--- src/rtl/first_fit_segment_allocator_core_macros.svh ---
// assertion macros used by the allocator core
`ifndef FIRST_FIT_SEGMENT_ALLOCATOR_CORE_MACROS_SVH
`define FIRST_FIT_SEGMENT_ALLOCATOR_CORE_MACROS_SVH

// same-cycle implication under asynchronous reset
`define FFSA_ASSERT_NOW(label, clk, rst_n, ante, cons, msg) \
	label: assert property (@(posedge clk) disable iff (!(rst_n)) (ante) |-> (cons)) \
		else $error(msg);

// next-cycle implication under asynchronous reset
`define FFSA_ASSERT_NEXT(label, clk, rst_n, ante, cons, msg) \
	label: assert property (@(posedge clk) disable iff (!(rst_n)) (ante) |=> (cons)) \
		else $error(msg);

`endif

--- src/rtl/ffsa_pkg.sv ---
// shared types and constants of the first-fit segment allocator
package ffsa_pkg;

	localparam int ADDR_W     = 12;
	localparam int SIZE_W     = 13;
	localparam int HDR_DEPTH  = 4096;
	localparam logic [SIZE_W-1:0] HEAP_BYTES = 13'd4096;
	localparam logic [SIZE_W-1:0] HDR_BYTES  = 13'd4;

	typedef enum logic {
		ST_IDLE,
		ST_EXEC
	} state_t;

	typedef enum logic [1:0] {
		STAT_OK         = 2'd0,
		STAT_NO_FIT     = 2'd1,
		STAT_NULL_FREE  = 2'd2,
		STAT_TABLE_FULL = 2'd3
	} status_t;

	// one free segment as held by a cell
	typedef struct packed {
		logic              valid;
		logic [ADDR_W-1:0] base;
		logic [SIZE_W-1:0] size;
	} seg_t;

	// broadcast from the control to every cell
	typedef struct packed {
		logic              cmp_load;
		logic [SIZE_W-1:0] cmp_need;
		logic              alloc_go;
		logic              remove;
		logic [SIZE_W-1:0] need;
		logic              free_go;
		logic [ADDR_W-1:0] new_base;
		logic [SIZE_W-1:0] new_size;
	} cell_cmd_t;

endpackage

--- src/rtl/ffsa_cell.sv ---
// one free-segment cell of the ordered segment chain
module ffsa_cell #(
	parameter bit IS_HEAD = 1'b0
) (
	input  logic                clk,
	input  logic                arst_n,
	input  ffsa_pkg::cell_cmd_t cmd,
	input  logic                found_in,
	output logic                found_out,
	input  logic                prev_valid,
	input  ffsa_pkg::seg_t      nxt,
	output ffsa_pkg::seg_t      seg,
	output logic                pick,
	output logic                exact
);

	ffsa_pkg::seg_t seg_q;
	logic           ge_q;
	logic           eq_q;
	logic           hit;

	assign seg       = seg_q;
	assign hit       = seg_q.valid && ge_q;
	assign found_out = found_in || hit;
	assign pick      = hit && !found_in;
	assign exact     = pick && eq_q;

	// size compare is taken at accept, the segment does not move before commit
	always_ff @(posedge clk or negedge arst_n) begin
		if (!arst_n) begin
			ge_q <= 1'b0;
			eq_q <= 1'b0;
		end else if (cmd.cmp_load) begin
			ge_q <= seg_q.size >= cmd.cmp_need;
			eq_q <= seg_q.size == cmd.cmp_need;
		end
	end

	always_ff @(posedge clk or negedge arst_n) begin
		if (!arst_n) begin
			seg_q.valid <= IS_HEAD;
			seg_q.base  <= '0;
			seg_q.size  <= IS_HEAD ? ffsa_pkg::HEAP_BYTES : '0;
		end else if (cmd.alloc_go) begin
			if (cmd.remove && found_out) begin
				// close up behind the removed segment
				seg_q <= nxt;
			end else if (pick) begin
				seg_q.base <= seg_q.base + cmd.need[ffsa_pkg::ADDR_W-1:0];
				seg_q.size <= seg_q.size - cmd.need;
			end
		end else if (cmd.free_go && !seg_q.valid && prev_valid) begin
			seg_q.valid <= 1'b1;
			seg_q.base  <= cmd.new_base;
			seg_q.size  <= cmd.new_size;
		end
	end

endmodule

--- config.mk ---
export PLATFORM = sky130hd
export DESIGN_NAME = ffsa_cell
export DESIGN_NICKNAME = d
export VERILOG_FILES = /design/src/rtl/first_fit_segment_allocator_core_macros.svh /design/src/rtl/ffsa_pkg.sv /design/src/rtl/ffsa_cell.sv
export SDC_FILE = /design/constraint.sdc
export NUM_CORES = 1
export LEC_CHECK = 0
export BUFFER_PORTS_ARGS = -buffer_cell sky130_fd_sc_hd__buf_2
export CORE_MARGIN = 5
export CORE_UTILIZATION = 43
export CTS_BUF_LIST = sky130_fd_sc_hd__clkbuf_4 sky130_fd_sc_hd__clkbuf_8 sky130_fd_sc_hd__clkbuf_16
export DETAILED_ROUTE_END_ITERATION = 8
export GPL_TIMING_DRIVEN = 0
export PLACE_DENSITY = 0.72
export RECOVER_POWER = 25
export SYNTH_ARGS = -nofsm -noshare
export SYNTH_HDL_FRONTEND = slang
export SYNTH_SLANG_ARGS = --single-unit
--- constraint.sdc ---
create_clock -name clk -period 2 [get_ports clk]
set_input_delay 0.4 -clock clk [delete_from_list [all_inputs] [get_ports clk]]
set_output_delay 0.4 -clock clk [all_outputs]
set_load 0.01 [all_outputs]
==> results.yml <==
critical_path:
  crit_arrival_ps: 2380
  path_class: "flop to flop"
  cp-end-kind: "flop"
  crit_path_start: "seg[13]"
  rrSetupSlack_ps: -180
  r2r_end: "seg[23]"
  r2r_cells: 8
  path_max_fanout: 3
  r2r-start: "seg[13]"
  crit_path_start_kind: "flop"
  cp.required_ps: 2200
cts:
  cts_max_level: 1
  clk_pin_slew_ps: 110
  cts_buffer_depth: 2
  cts-root-buf: "clkbuf_8"
  clock_latency_ps: 280
  clock_sinks: 28
  cts_buffers: 3
  cts_tree: "yes"
synth:
  synth_cells: 377
  synth.area.mux_share_pct: 2.82
  synthSimpleGateAreaFrac_pct: 17.6
  synth_area_um2: 3060
  async_flop_share_pct: 100
  synth_edf_count: 0
  synth_compound_area_share_pct: 29.8
  syn_nets: 500
  synth-main-ff-cell: "dfrtp_1"
  yosysSeqAreaShare_pct: 22.9
  yosysUniqueCellTypes: 60
  synth_fa_ha_area_share_pct: 16.0
  synth_area_leaders: "dfrtp_1, ha_1, nand2_1"
  synth_top_family_by_area: "compound AO/OA/AOI/OAI gates"
  ys.warnings.count: 0
  synthXorXnorAreaFrac_pct: 4.86
  ys_ff_latch: 28
  syn_avg_cell_area_um2: 8.12
  synth_top_area_cell: "dfrtp_1"
  synth_top_area_share_pct: 22.9
route:
  viasPerCell: 5.66
  wl_per_cell_um: 17.4
  ant_nets: 0
  routed_wl_um: 10500
  drtPass1Iterations: 5
  drcViolationCount: 0
  num_vias: 3436
  dr.first_iter.drc_count: 212
finish:
  final_cell_mix: "buf_2, nand2_1, ha_1"
  area_growth_pct: 34.0
  diodes: 0
  drive_above_1_share_pct: 35.2
  final_nets: 635
  final_common_cell: "buf_2"
  fin_area_um2: 4100
  final-instance-count-excl-fill: 607
timing:
  fmax_mhz: 458
  fin_crit_sh_pct: 109
  final-hold-violation-count: 0
  slew_headroom_pct: -15.5
  finalSetupViolations: 9
  fin_hold_ws_ps: 348
  fin_skew_ps: 2.22
  tightest_slew_ps: 1730
  drv_slew: 29
  rsz0062_at_grt: "yes"
  post-route-worst-setup-slack_ps: -184
  finalCriticalPeriod_ps: 2180
outcome:
  status: "finished, violations left"
  violations: "max-capacitance violations, max-slew violations, negative setup slack"
min_path:
  holdPathStages: 3
  min_from: "cmd[2]"
  hp-class: "input port to flop"
  min_to: "seg[2]"
placed_design:
  io_buffers: 113
  dp_hpwl_um: 8110
  place_inst: 586
  gp_congestion: 0.851
  dpl_cell_area_um2: 3770
die:
  die_y_um: 94.4
  die-area_um2: 8910
  fp.dieW_um: 94.4
  coreArea_um2: 6870
  rows: 30
  start_util_pct: 44.6
  io_pins: 114
grt:
  grt_max_degree: 29
  grt_pass1_vias: 3373
  antenna_found_initial: 0
  grt_pass1_wl_um: 16100
  gr-total-overflow: 0
  grtUsageTotal_pct: 23.0
power:
  vdd_drop_max_v: 0.000746
  leakage_nw: 2.05
  power_density_nw_per_um2: 1340
run:
  drv_cap: 1
synth_stat cells (all sizes together) (2+ instances only):
cell type and instances:
a2111oi 2, a211o 2, a211oi 7, a21o 8, a21oi 37, a221oi 7, and2 3, and3 3
buf 8, clkbuf 4, dfrtp 28, fa 2, ha 36, inv 30, mux2 2, mux2i 6
nand2 50, nand2b 7, nand3 12, nand4 3, nor2 23, nor2b 5, nor3 3, o211ai 6
o21a 4, o21ai 31, o21bai 2, o221ai 4, o22ai 7, o311ai 2, o41ai 2, xnor2 8
xor2 9
state kept, by name (all words and copies together) (netlist names):
register,flops
eq_q,1
ge_q,1
seg,26
critical path: stages, from the launching register on:
cell	delay, ps
dfrtp_1	420
ha_4	180
fa_2	360
a211o_1	280
a21oi_2	210
o211ai_1	140
a21oi_2	190
xor2_1	90
a211oi_1	220
layer usage:
layer,track usage (%),share of wire (%),vias up
met2,39.1,47,168
met1,30.2,43,1600
met5,0,0,-
met4,7.94,2.4,0
li1,-,-,1642
met3,2.87,7.6,26
how the worst max path moves through the flow:
stage,to,slack (ps),cells after the start
CTS,seg[23],-220,8
global route,seg[23],-250,8
detailed placement,seg[23],-410,9
global placement,seg[23],-330,9
finish,seg[23],-180,8
floorplan,seg[23],-20,8
logic make-up after synthesis:
logic type | Yosys count
adder cells (fa/ha/maj) | 38
AND/OR/NAND/NOR | 115
multiplexers | 8
XOR/XNOR | 17
AO/OA/AOI/OAI | 129
flip-flops | 28
buffers and inverters | 42
stage by stage:
step	setup TNS, ps	util, %	total power [mW]	setup WS (ps)
after floorplan	-16.8	-	3.46	-16.8
after global placement	-2110	54.8	4.28	-330
after detailed placement	-2720	54.8	4.41	-409
after CTS	-497	58.0	5.17	-217
after global routing	-1640	59.7	5.91	-250
final	-797	59.7	5.49	-184
power breakdown:
group	leakage, nW	switching, mW	total (mW)	internal (mW)
Sequential	0.333	0.335	1.16	0.823
Clock	0.0357	0.210	0.479	0.269
Combinational	1.68	2.02	3.85	1.83
final cells by class:
class / count / area, µm²
repair buffers: 130 / 699
plain buffers: 12 / 72.6
fillers: 630 / 2770
multi-input cells: 307 / 2330
clock buffers: 3 / 41.3
flip-flops and latches: 28 / 701
well taps: 96 / 120
inverters: 30 / 113
clock inverters: 1 / 30.0
timing repair:
| action | in CTS | in global routing |
|---|---|---|
| hold buffers | 0 | 0 |
| buffers inserted | 9 | 8 |
| gates resized for setup | 17 | 17 |
| pin swaps | 15 | 19 |
| setup endpoints to repair | 9 | 13 |
Power figures use the tool's default switching activity.
